[config.mk]
export PLATFORM = sky130hd
export DESIGN_NAME = sntp_client_sequencer
export DESIGN_NICKNAME = d
export VERILOG_FILES = /design/src/hw/rtl/sntp_pkg.sv /design/src/hw/rtl/sntp_client_sequencer.sv
export SDC_FILE = /design/constraint.sdc
export NUM_CORES = 1
export LEC_CHECK = 0
export ABC_AREA = 1
export BUFFER_PORTS_ARGS = -buffer_cell sky130_fd_sc_hd__buf_2
export CORE_MARGIN = 10
export CORE_UTILIZATION = 65
export CTS_BUF_LIST = sky130_fd_sc_hd__clkbuf_8
export DETAILED_ROUTE_END_ITERATION = 12
export PLACE_DENSITY_LB_ADDON = 0.1
export SYNTH_ARGS = -nofsm -noshare
export SYNTH_HDL_FRONTEND = slang
export SYNTH_SLANG_ARGS = --single-unit
export TNS_END_PERCENT = 30
[constraint.sdc]
create_clock -name clk -period 17.7 [get_ports clk]
set_input_delay 0.885 -clock clk [delete_from_list [all_inputs] [get_ports clk]]
set_output_delay 0.885 -clock clk [all_outputs]
set_load 0.01 [all_outputs]
[src/hw/rtl/sntp_pkg.sv]
// ----------------------------------------------------------------------------
// sntp_pkg
// Shared types, codes and timestamp conversions for the SNTP client
// sequencer and its port checker.
// ----------------------------------------------------------------------------
package sntp_pkg;

  // Fraction bits of the real-time clock count.
  localparam int CLOCK_FRACTION_BITS = 10;
  // Year that splits NTP era 0 from era 1 when a server time is decoded.
  localparam int PIVOT_YEAR = 2016;

  // Shift from clock ticks to 32.28 fixed point.
  localparam int CLK_SHIFT = 28 - CLOCK_FRACTION_BITS;

  // Seconds from 1900 to 1970.
  localparam logic [63:0] NTP_UNIX_DIFF = 64'd2208988800;
  localparam logic [63:0] NTP_BASE_28   = NTP_UNIX_DIFF << 28;
  // Seconds from 1900 to the pivot year (365-day years).
  localparam logic [63:0] PIVOT_SECS    = 64'(PIVOT_YEAR - 1900) * 64'd31536000;

  // Configuration register indexes.
  localparam logic [2:0] REG_SERVER_ADDRESS = 3'd0;
  localparam logic [2:0] REG_INITIAL_IVL    = 3'd1;
  localparam logic [2:0] REG_NORMAL_IVL     = 3'd2;
  localparam logic [2:0] REG_RETRY_IVL      = 3'd3;
  localparam logic [2:0] REG_CLOCK_OFFSET   = 3'd4;
  localparam logic [2:0] REG_MAX_DELAY      = 3'd5;

  // Command completion reports from the link engine.
  localparam logic [1:0] RPT_NONE    = 2'd0;
  localparam logic [1:0] RPT_SUCCESS = 2'd1;

  // NTP header values checked on a reply.
  localparam logic [1:0] LEAP_ALARM  = 2'd3;
  localparam logic [2:0] MODE_SERVER = 3'd4;

  typedef enum logic [2:0] {
    PH_DISC      = 3'd0,
    PH_CONNECT   = 3'd1,
    PH_CONNECTED = 3'd2,
    PH_SEND      = 3'd3,
    PH_CLOSE     = 3'd4
  } phase_t;

  typedef enum logic [1:0] {
    RES_NONE = 2'd0,
    RES_OK   = 2'd1,
    RES_FAIL = 2'd2
  } result_t;

  typedef enum logic [1:0] {
    KIND_INITIAL = 2'd0,
    KIND_NORMAL  = 2'd1,
    KIND_RETRY   = 2'd2
  } ivl_kind_t;

  typedef enum logic [1:0] {
    CMD_NONE  = 2'd0,
    CMD_OPEN  = 2'd1,
    CMD_SEND  = 2'd2,
    CMD_CLOSE = 2'd3
  } command_t;

  typedef enum logic [2:0] {
    ST_NONE     = 3'd0,
    ST_ACCEPTED = 3'd1,
    ST_LEAP     = 3'd2,
    ST_VERSION  = 3'd3,
    ST_MODE     = 3'd4,
    ST_KISS     = 3'd5,
    ST_DELAY    = 3'd6
  } status_t;

  // Clock count to 32.32 NTP timestamp.
  function automatic logic [63:0] ntp_from_clock(input logic [63:0] clk_cnt);
    logic [63:0] t;
    t = NTP_BASE_28 + (clk_cnt << CLK_SHIFT);
    return t << 4;
  endfunction

  // 32.32 NTP timestamp to clock count, with the era chosen by the pivot.
  function automatic logic [63:0] clock_from_ntp(input logic [63:0] ntp);
    logic [59:0] t60;
    logic        era;
    logic [63:0] t;
    t60 = ntp[63:4];
    era = (64'(t60[59:28]) > PIVOT_SECS) ? 1'b0 : 1'b1;
    t   = {3'b000, era, t60};
    t   = t - NTP_BASE_28;
    return t >> CLK_SHIFT;
  endfunction

endpackage

[src/hw/rtl/sntp_client_sequencer.sv]
// ----------------------------------------------------------------------------
// sntp_client_sequencer
// One poll of a simple network time client per input beat: link sequencing,
// request time stamping and reply checking with clock load.
// ----------------------------------------------------------------------------
// Usage:
// - Input channel (in_valid/in_stall) carries one poll beat: link status,
//   command report, reconnect request, the current clock and a reply, if any.
// - Result channel (out_valid/out_stall) returns exactly one beat per poll:
//   the link command, the request transmit stamp, a clock load and the reply
//   status.
// - Configuration channel (cfg_valid/cfg_ready) is always ready; write only
//   while no poll is in flight.
// - The poll is held in an input register, evaluated by one pass of logic
//   and captured in the result register. One beat per cycle is sustained
//   while the receiver does not stall.
// - When the receiver stalls, the result register holds; the input register
//   still takes a beat if empty, then in_stall rises until the result drains.
// - Synchronous reset empties both registers, sets the sequencer to
//   disconnected with the initial interval and loads register defaults.
// ----------------------------------------------------------------------------
module sntp_client_sequencer (
  input  logic        clk,
  input  logic        rst_n,
  // Configuration write channel
  input  logic        cfg_valid,
  output logic        cfg_ready,
  input  logic [2:0]  cfg_index,
  input  logic [31:0] cfg_wdata,
  // Poll input channel
  input  logic        in_valid,
  output logic        in_stall,
  input  logic        in_link_busy,
  input  logic        in_link_up,
  input  logic [1:0]  in_cmd_report,
  input  logic        in_reconnect_req,
  input  logic [63:0] in_clock_now,
  input  logic        in_reply_arrived,
  input  logic [1:0]  in_reply_leap,
  input  logic [2:0]  in_reply_version,
  input  logic [2:0]  in_reply_mode,
  input  logic [7:0]  in_reply_stratum,
  input  logic [63:0] in_reply_originate,
  input  logic [63:0] in_reply_receive,
  // Result channel
  output logic        out_valid,
  input  logic        out_stall,
  output logic [1:0]  out_command,
  output logic [63:0] out_transmit_stamp,
  output logic        out_clock_write,
  output logic [63:0] out_clock_value,
  output logic [2:0]  out_reply_status
);

  // Configuration registers.
  logic [31:0]        server_address_r;
  logic [23:0]        initial_ivl_r;
  logic [23:0]        normal_ivl_r;
  logic [23:0]        retry_ivl_r;
  logic signed [9:0]  clock_offset_r;
  logic [15:0]        max_delay_r;

  // Input register.
  logic        in_vld_r;
  logic        busy_r;
  logic        up_r;
  logic [1:0]  report_r;
  logic        recon_req_r;
  logic [63:0] now_r;
  logic [63:0] now_ntp_r;
  logic        arrived_r;
  logic [1:0]  leap_r;
  logic [2:0]  version_r;
  logic [2:0]  mode_r;
  logic [7:0]  stratum_r;
  logic [63:0] originate_r;
  logic [63:0] receive_adj_r;

  // Sequencer state.
  sntp_pkg::phase_t    phase_r, phase_nxt;
  sntp_pkg::result_t   pend_r, pend_nxt;
  logic                recon_r, recon_nxt;
  logic [63:0]         ivl_start_r, ivl_start_nxt;
  sntp_pkg::ivl_kind_t ivl_kind_r, ivl_kind_nxt;

  // Result register.
  logic                out_vld_r;
  sntp_pkg::command_t  cmd_r, cmd_nxt;
  logic [63:0]         tx_r, tx_nxt;
  logic                cw_r, cw_nxt;
  logic [63:0]         cval_r, cval_nxt;
  sntp_pkg::status_t   status_r, status_nxt;

  logic                advance;
  logic                fire;
  sntp_pkg::result_t   pend_lat;
  logic                recon_lat;
  logic [23:0]         ivl_secs;
  logic                ivl_done;
  logic [63:0]         delay;
  logic [63:0]         cval_calc;
  logic                reply_ok;

  // Handshake: the result register frees when empty or taken.
  assign advance   = !out_vld_r || !out_stall;
  assign fire      = in_vld_r && advance;
  assign in_stall  = in_vld_r && !advance;
  assign cfg_ready = 1'b1;

  // Configuration writes.
  always_ff @(posedge clk) begin
    if (!rst_n) begin
      server_address_r <= '0;
      initial_ivl_r    <= 24'd1;
      normal_ivl_r     <= 24'd600;
      retry_ivl_r      <= 24'd60;
      clock_offset_r   <= '0;
      max_delay_r      <= 16'd50;
    end else if (cfg_valid) begin
      case (cfg_index)
        sntp_pkg::REG_SERVER_ADDRESS: server_address_r <= cfg_wdata;
        sntp_pkg::REG_INITIAL_IVL:    initial_ivl_r    <= cfg_wdata[23:0];
        sntp_pkg::REG_NORMAL_IVL:     normal_ivl_r     <= cfg_wdata[23:0];
        sntp_pkg::REG_RETRY_IVL:      retry_ivl_r      <= cfg_wdata[23:0];
        sntp_pkg::REG_CLOCK_OFFSET:   clock_offset_r   <= $signed(cfg_wdata[9:0]);
        sntp_pkg::REG_MAX_DELAY:      max_delay_r      <= cfg_wdata[15:0];
        default: ;
      endcase
    end
  end

  // Input register valid.
  always_ff @(posedge clk) begin
    if (!rst_n) begin
      in_vld_r <= 1'b0;
    end else if (!in_stall) begin
      in_vld_r <= in_valid;
    end
  end

  // Input register payload, with the transmit stamp and the offset
  // receive time worked out on the way in.
  always_ff @(posedge clk) begin
    if (in_valid && !in_stall) begin
      busy_r        <= in_link_busy;
      up_r          <= in_link_up;
      report_r      <= in_cmd_report;
      recon_req_r   <= in_reconnect_req;
      now_r         <= in_clock_now;
      now_ntp_r     <= sntp_pkg::ntp_from_clock(in_clock_now);
      arrived_r     <= in_reply_arrived;
      leap_r        <= in_reply_leap;
      version_r     <= in_reply_version;
      mode_r        <= in_reply_mode;
      stratum_r     <= in_reply_stratum;
      originate_r   <= in_reply_originate;
      receive_adj_r <= in_reply_receive + (64'(clock_offset_r) << 22);
    end
  end

  // Latch the command report and the reconnect request.
  always_comb begin
    if (report_r == sntp_pkg::RPT_SUCCESS) begin
      pend_lat = sntp_pkg::RES_OK;
    end else if (report_r != sntp_pkg::RPT_NONE) begin
      pend_lat = sntp_pkg::RES_FAIL;
    end else begin
      pend_lat = pend_r;
    end
    recon_lat = recon_r || recon_req_r;
  end

  // Interval timer compare; elapsed time wraps modulo 2^64.
  always_comb begin
    unique case (ivl_kind_r)
      sntp_pkg::KIND_INITIAL: ivl_secs = initial_ivl_r;
      sntp_pkg::KIND_NORMAL:  ivl_secs = normal_ivl_r;
      default:                ivl_secs = retry_ivl_r;
    endcase
    ivl_done = (now_r - ivl_start_r) >= (64'(ivl_secs) << sntp_pkg::CLOCK_FRACTION_BITS);
  end

  // Reply arithmetic.
  assign delay     = now_ntp_r - originate_r;
  assign cval_calc = sntp_pkg::clock_from_ntp(receive_adj_r);

  // Output logic: command, transmit stamp and reply check.
  always_comb begin
    cmd_nxt    = sntp_pkg::CMD_NONE;
    tx_nxt     = '0;
    cw_nxt     = 1'b0;
    cval_nxt   = '0;
    status_nxt = sntp_pkg::ST_NONE;
    if (!busy_r && up_r) begin
      unique case (phase_r)
        sntp_pkg::PH_CONNECT: begin
          if (pend_lat == sntp_pkg::RES_NONE) cmd_nxt = sntp_pkg::CMD_OPEN;
        end
        sntp_pkg::PH_SEND: begin
          if (pend_lat == sntp_pkg::RES_NONE) begin
            cmd_nxt = sntp_pkg::CMD_SEND;
            tx_nxt  = now_ntp_r;
          end
        end
        sntp_pkg::PH_CLOSE: begin
          if (pend_lat == sntp_pkg::RES_NONE) cmd_nxt = sntp_pkg::CMD_CLOSE;
        end
        default: ;
      endcase
    end
    if (arrived_r) begin
      priority if (leap_r == sntp_pkg::LEAP_ALARM) begin
        status_nxt = sntp_pkg::ST_LEAP;
      end else if (version_r == 3'd0) begin
        status_nxt = sntp_pkg::ST_VERSION;
      end else if (mode_r != sntp_pkg::MODE_SERVER) begin
        status_nxt = sntp_pkg::ST_MODE;
      end else if (stratum_r == 8'd0) begin
        status_nxt = sntp_pkg::ST_KISS;
      end else if (delay[63:22] > 42'(max_delay_r)) begin
        status_nxt = sntp_pkg::ST_DELAY;
      end else begin
        status_nxt = sntp_pkg::ST_ACCEPTED;
        cw_nxt     = 1'b1;
        cval_nxt   = cval_calc;
      end
    end
  end

  assign reply_ok = (status_nxt == sntp_pkg::ST_ACCEPTED);

  // Next-state logic of the link sequencer and the interval timer.
  always_comb begin
    phase_nxt     = phase_r;
    pend_nxt      = pend_lat;
    recon_nxt     = recon_lat;
    ivl_start_nxt = ivl_start_r;
    ivl_kind_nxt  = ivl_kind_r;
    if (!busy_r) begin
      if (!up_r) begin
        phase_nxt     = sntp_pkg::PH_DISC;
        pend_nxt      = sntp_pkg::RES_NONE;
        ivl_start_nxt = now_r;
        ivl_kind_nxt  = sntp_pkg::KIND_INITIAL;
      end else begin
        unique case (phase_r)
          sntp_pkg::PH_CONNECT: begin
            if (pend_lat == sntp_pkg::RES_OK) begin
              phase_nxt = sntp_pkg::PH_CONNECTED;
              pend_nxt  = sntp_pkg::RES_NONE;
            end else if (pend_lat != sntp_pkg::RES_NONE) begin
              phase_nxt     = sntp_pkg::PH_CLOSE;
              pend_nxt      = sntp_pkg::RES_NONE;
              ivl_start_nxt = now_r;
              ivl_kind_nxt  = sntp_pkg::KIND_RETRY;
            end
          end
          sntp_pkg::PH_CONNECTED: begin
            if (recon_lat) begin
              phase_nxt = sntp_pkg::PH_CLOSE;
            end else if (ivl_done) begin
              phase_nxt = sntp_pkg::PH_SEND;
            end
          end
          sntp_pkg::PH_SEND: begin
            if (pend_lat != sntp_pkg::RES_NONE) begin
              phase_nxt     = sntp_pkg::PH_CONNECTED;
              pend_nxt      = sntp_pkg::RES_NONE;
              ivl_start_nxt = now_r;
              ivl_kind_nxt  = sntp_pkg::KIND_RETRY;
            end
          end
          sntp_pkg::PH_CLOSE: begin
            if (pend_lat != sntp_pkg::RES_NONE) begin
              phase_nxt = sntp_pkg::PH_DISC;
              pend_nxt  = sntp_pkg::RES_NONE;
            end
          end
          default: begin
            recon_nxt = 1'b0;
            if (ivl_done && (server_address_r != 32'd0)) begin
              phase_nxt = sntp_pkg::PH_CONNECT;
            end else begin
              phase_nxt = sntp_pkg::PH_DISC;
            end
          end
        endcase
      end
    end
    // An accepted reply restarts the normal interval from the new clock.
    if (reply_ok) begin
      ivl_start_nxt = cval_calc;
      ivl_kind_nxt  = sntp_pkg::KIND_NORMAL;
    end
  end

  // Sequencer state commits as each poll moves into the result register.
  always_ff @(posedge clk) begin
    if (!rst_n) begin
      phase_r     <= sntp_pkg::PH_DISC;
      pend_r      <= sntp_pkg::RES_NONE;
      recon_r     <= 1'b0;
      ivl_start_r <= '0;
      ivl_kind_r  <= sntp_pkg::KIND_INITIAL;
    end else if (fire) begin
      phase_r     <= phase_nxt;
      pend_r      <= pend_nxt;
      recon_r     <= recon_nxt;
      ivl_start_r <= ivl_start_nxt;
      ivl_kind_r  <= ivl_kind_nxt;
    end
  end

  // Result register valid.
  always_ff @(posedge clk) begin
    if (!rst_n) begin
      out_vld_r <= 1'b0;
    end else if (advance) begin
      out_vld_r <= in_vld_r;
    end
  end

  // Result register payload.
  always_ff @(posedge clk) begin
    if (fire) begin
      cmd_r    <= cmd_nxt;
      tx_r     <= tx_nxt;
      cw_r     <= cw_nxt;
      cval_r   <= cval_nxt;
      status_r <= status_nxt;
    end
  end

  assign out_valid          = out_vld_r;
  assign out_command        = cmd_r;
  assign out_transmit_stamp = tx_r;
  assign out_clock_write    = cw_r;
  assign out_clock_value    = cval_r;
  assign out_reply_status   = status_r;

endmodule

==> results by group <==
Status
  – Status: finished, final reports clean

Worst setup path
  – Crit end category: flop
  – Critical Path RT: 18280 ps
  – WP data arrival: 6780 ps
  – Largest fanout on the critical path: 88
  – Startpoint types: flop
  – Kind of critical path: flop to flop

Clock network
  – Post-CTS Resized: 0
  – Clk pin slew, worst setup/hold paths: 70 ps
  – CTS Buf Count: 85
  – H-tree levels: 3
  – CTS Hold Bufs: 0
  – Post-CTS setup buffers: 0
  – CTS Sinks: 513
  – Max clock buf depth: 3
  – CTS tree: yes
  – Clk Latency, worst-skew pair: around 740 ps
  – Clk root buf: clkbuf_8

Route
  – # DRC: 0
  – Initial DRT Pass Iterations: 6
  – DRT iter0 DRCs: 3482
  – Via Count: between 30000 and 40000
  – Wirelength per Cell: 18.55 um
  – Routed Antenna Nets: 0
  – DR vias/cell: 5.562
  – Routed wire length: 105.6 mm

Synth
  – EDFF count, synth: about 310
  – Cell Area, Synth: 33050 um^2
  – Synth unique cells: 58
  – Mean post-synth cell area: 7.167 um^2
  – Cell count after synthesis: 4611
  – Top cell type's share of synthesized area: 28.08%
  – Asr flop ratio synth: 0%
  – Top cells by area, synth: edfxtp_1 28%, nand2_1 13%, dfxtp_1 12%, nor2_1 8.6%, inv_1 8.5%
  – Ys Warns: 0
  – Synth Register Bits: 513
  – Register area share after synthesis: between 40% and 50%
  – Synth Flop Type: edfxtp_1
  – Area leader, netlist: edfxtp_1

Finish
  – Area Overhead vs Synth: 11.45%
  – Final Util: 73.42%
  – Fillers: 4137
  – Commonest non-fill, non-tap cell in the layout: nand2_1
  – Final net count: between 5000 and 6000
  – Layout cells sized above 1: 9.982%
  – Highest-count cells in the layout ignoring fill and taps: 1164 x nand2_1, 769 x inv_1, 755 x nor2_1

Timing
  – F_max: 161.3 MHz
  – Final hold violations: 0
  – Setup Skew: 48.86 ps
  – Setup TNS: 0 ps
  – Slew HR: around 22%
  – Tcrit/Tclk final: 35.03%
  – RSZ-0062 raised after global routing: no
  – Worst Tran Pin Value: approximately 1200 ps
  – Fin worst setup slack: 11500 ps
  – Fin crit period: roughly 6200 ps
  – Slew Limit Fails: 0
  – # setup viols final: 0

Worst hold path
  – Worst hold path class: input pin to flop

Placed design
  – GP Congestion: 1.036
  – Number of port buffers: 327
  – DP Worst Slack: ~12000 ps
  – DP HPWL: 83.18 mm

Power and ir drop
  – Leak: 18.30 nW
  – Maximum VDD drop: 113.5 uV
  – PD cells: around 85 nW/um^2

Floorplan
  – Core area: 50170 um^2
  – Number of core rows: 82
  – Die width: 245.5 um
  – I/O pins: 391
  – Die Ht: 245.5 um
  – Initial Utilization: between 60% and 70%
  – Area of the die: about 60000 um^2

Global route
  – Tot GR Track Use: 34.15%
  – Vias in the first global route: 29710
  – Largest net degree at the start of global routing: around 110
  – Initial antenna violation count: 4
  – First-pass GRT wire length: 161.4 mm
  – Global route overflow: 0

Job
  – Max-cap viol count: 0
-- cells by family after synthesis --
logic type / count (synthesis) / synth area share [%]
XOR/XNOR: 132 / 3.498
buffers and inverters: 888 / 10.76
AO/OA/AOI/OAI: 613 / 10.24
flip-flops: 513 / 40.43
AND/OR/NAND/NOR: 2274 / 27.84
adder cells (fa/ha/maj): 189 / 7.201
other: 2 / 0.02272
-- cells in the mapped netlist (all sizes together) (4+ instances only) --
| library cell | count |
|---|---|
| a211oi | 4 |
| a21boi | 6 |
| a21o | 8 |
| a21oi | 250 |
| a31oi | 9 |
| and2 | 5 |
| buf | 67 |
| clkbuf | 60 |
| dfxtp | 204 |
| edfxtp | 309 |
| ha | 187 |
| inv | 760 |
| nand2 | 1166 |
| nand3 | 184 |
| nand3b | 7 |
| nand4 | 72 |
| nor2 | 768 |
| nor3 | 44 |
| nor4 | 18 |
| o211ai | 9 |
| o21a | 10 |
| o21ai | 250 |
| o21bai | 26 |
| o221ai | 23 |
| o22ai | 5 |
| o31ai | 4 |
| or2 | 4 |
| xnor2 | 45 |
| xor2 | 87 |
-- report_power, final --
| part | switching (mW) | internal (mW) |
|---|---|---|
| sequential | 0.0421 | 1.34 |
| clock | 0.519 | 0.564 |
| combinational | 0.466 | 0.221 |
| total | 1.03 | 2.12 |
-- final timing paths --
| path | start | end | slack (ps) | cells after the start |
|---|---|---|---|---|
| worst max register to register | now_r[0]$_DFFE_PP_ | ivl_start_r[7]$_SDFFE_PN0P_ | 11500 | 24 |
| worst min-delay path | in_clock_now[57] | now_r[57]$_DFFE_PP_ | 330 | 1 |
| worst min register to register | retry_ivl_r[1]$_SDFFE_PN0P_ | retry_ivl_r[1]$_SDFFE_PN0P_ | 450 | 2 |
| worst max-delay path | now_r[0]$_DFFE_PP_ | ivl_start_r[7]$_SDFFE_PN0P_ | 11500 | 24 |
-- flip-flops by register name (all words and copies together), names as in the netlist, 3 cells and up --
register            count
ivl_start_r            64
mode_r                  3
out_clock_value        44
retry_ivl_r            24
now_r                  64
receive_adj_r          42
phase_r                 3
originate_r            64
now_ntp_r              25
out_transmit_stamp     42
normal_ivl_r           24
clock_offset_r         10
server_address_r       32
out_reply_status        3
max_delay_r            16
version_r               3
stratum_r               8
initial_ivl_r          24
-- worst max-delay path, stage by stage, from the launching register on --
cell and delay, ps:
edfxtp_1 540, ha_1 390, inv_1 60, nor2_1 180, nand2_1 80, nor2_1 120, nand3_1 150, nand2_1 250
nand2_1 80, nand2_1 180, xor2_1 100, ha_1 310, nand2_1 80, nor2_1 180, nor2b_1 180, nor3b_1 240
nand3b_1 110, nand2_1 130, inv_2 40, nor2_2 280, nand4_4 450, nand3_2 610, nand3_4 840, nor2_1 320
nor2_1 80
-- per-stage QoR --
stage	hold slack [ps]	instances	instance area, um^2	total power, mW
4_1_cts	289.4	5691	36820	3.133
5_1_grt	299.2	5694	36830	3.287
6_report	331.3	5696	36830	3.148
3_5_place_dp	443.3	5534	35080	2.062
3_3_place_gp	438.7	5534	35080	2.051
2_1_floorplan	428.9	4651	33200	1.845
-- area by class of cell --
class | instances | area, um^2 | area share (%)
clock inverters | 65 | 476.7 | 1.294
clock buffers | 92 | 1266 | 3.438
flip-flops and latches | 513 | 13360 | 36.28
well taps | 672 | 840.8 | 2.283
repair buffers | 338 | 1722 | 4.674
diodes | 5 | 12.51 | 0.03397
multi-input cells | 3250 | 16290 | 44.22
inverters | 761 | 2864 | 7.776
-- per-layer routing --
metal | up-vias | track usage [%] | routed length [um]
li1 | 15380 | - | -
met1 | 14380 | 43.83 | 41410
met2 | 1607 | 54.68 | 48310
met3 | 317 | 6.234 | 10660
met4 | 2 | 17.04 | 5259
met5 | - | 0 | 11
Power figures use the tool's default switching activity.
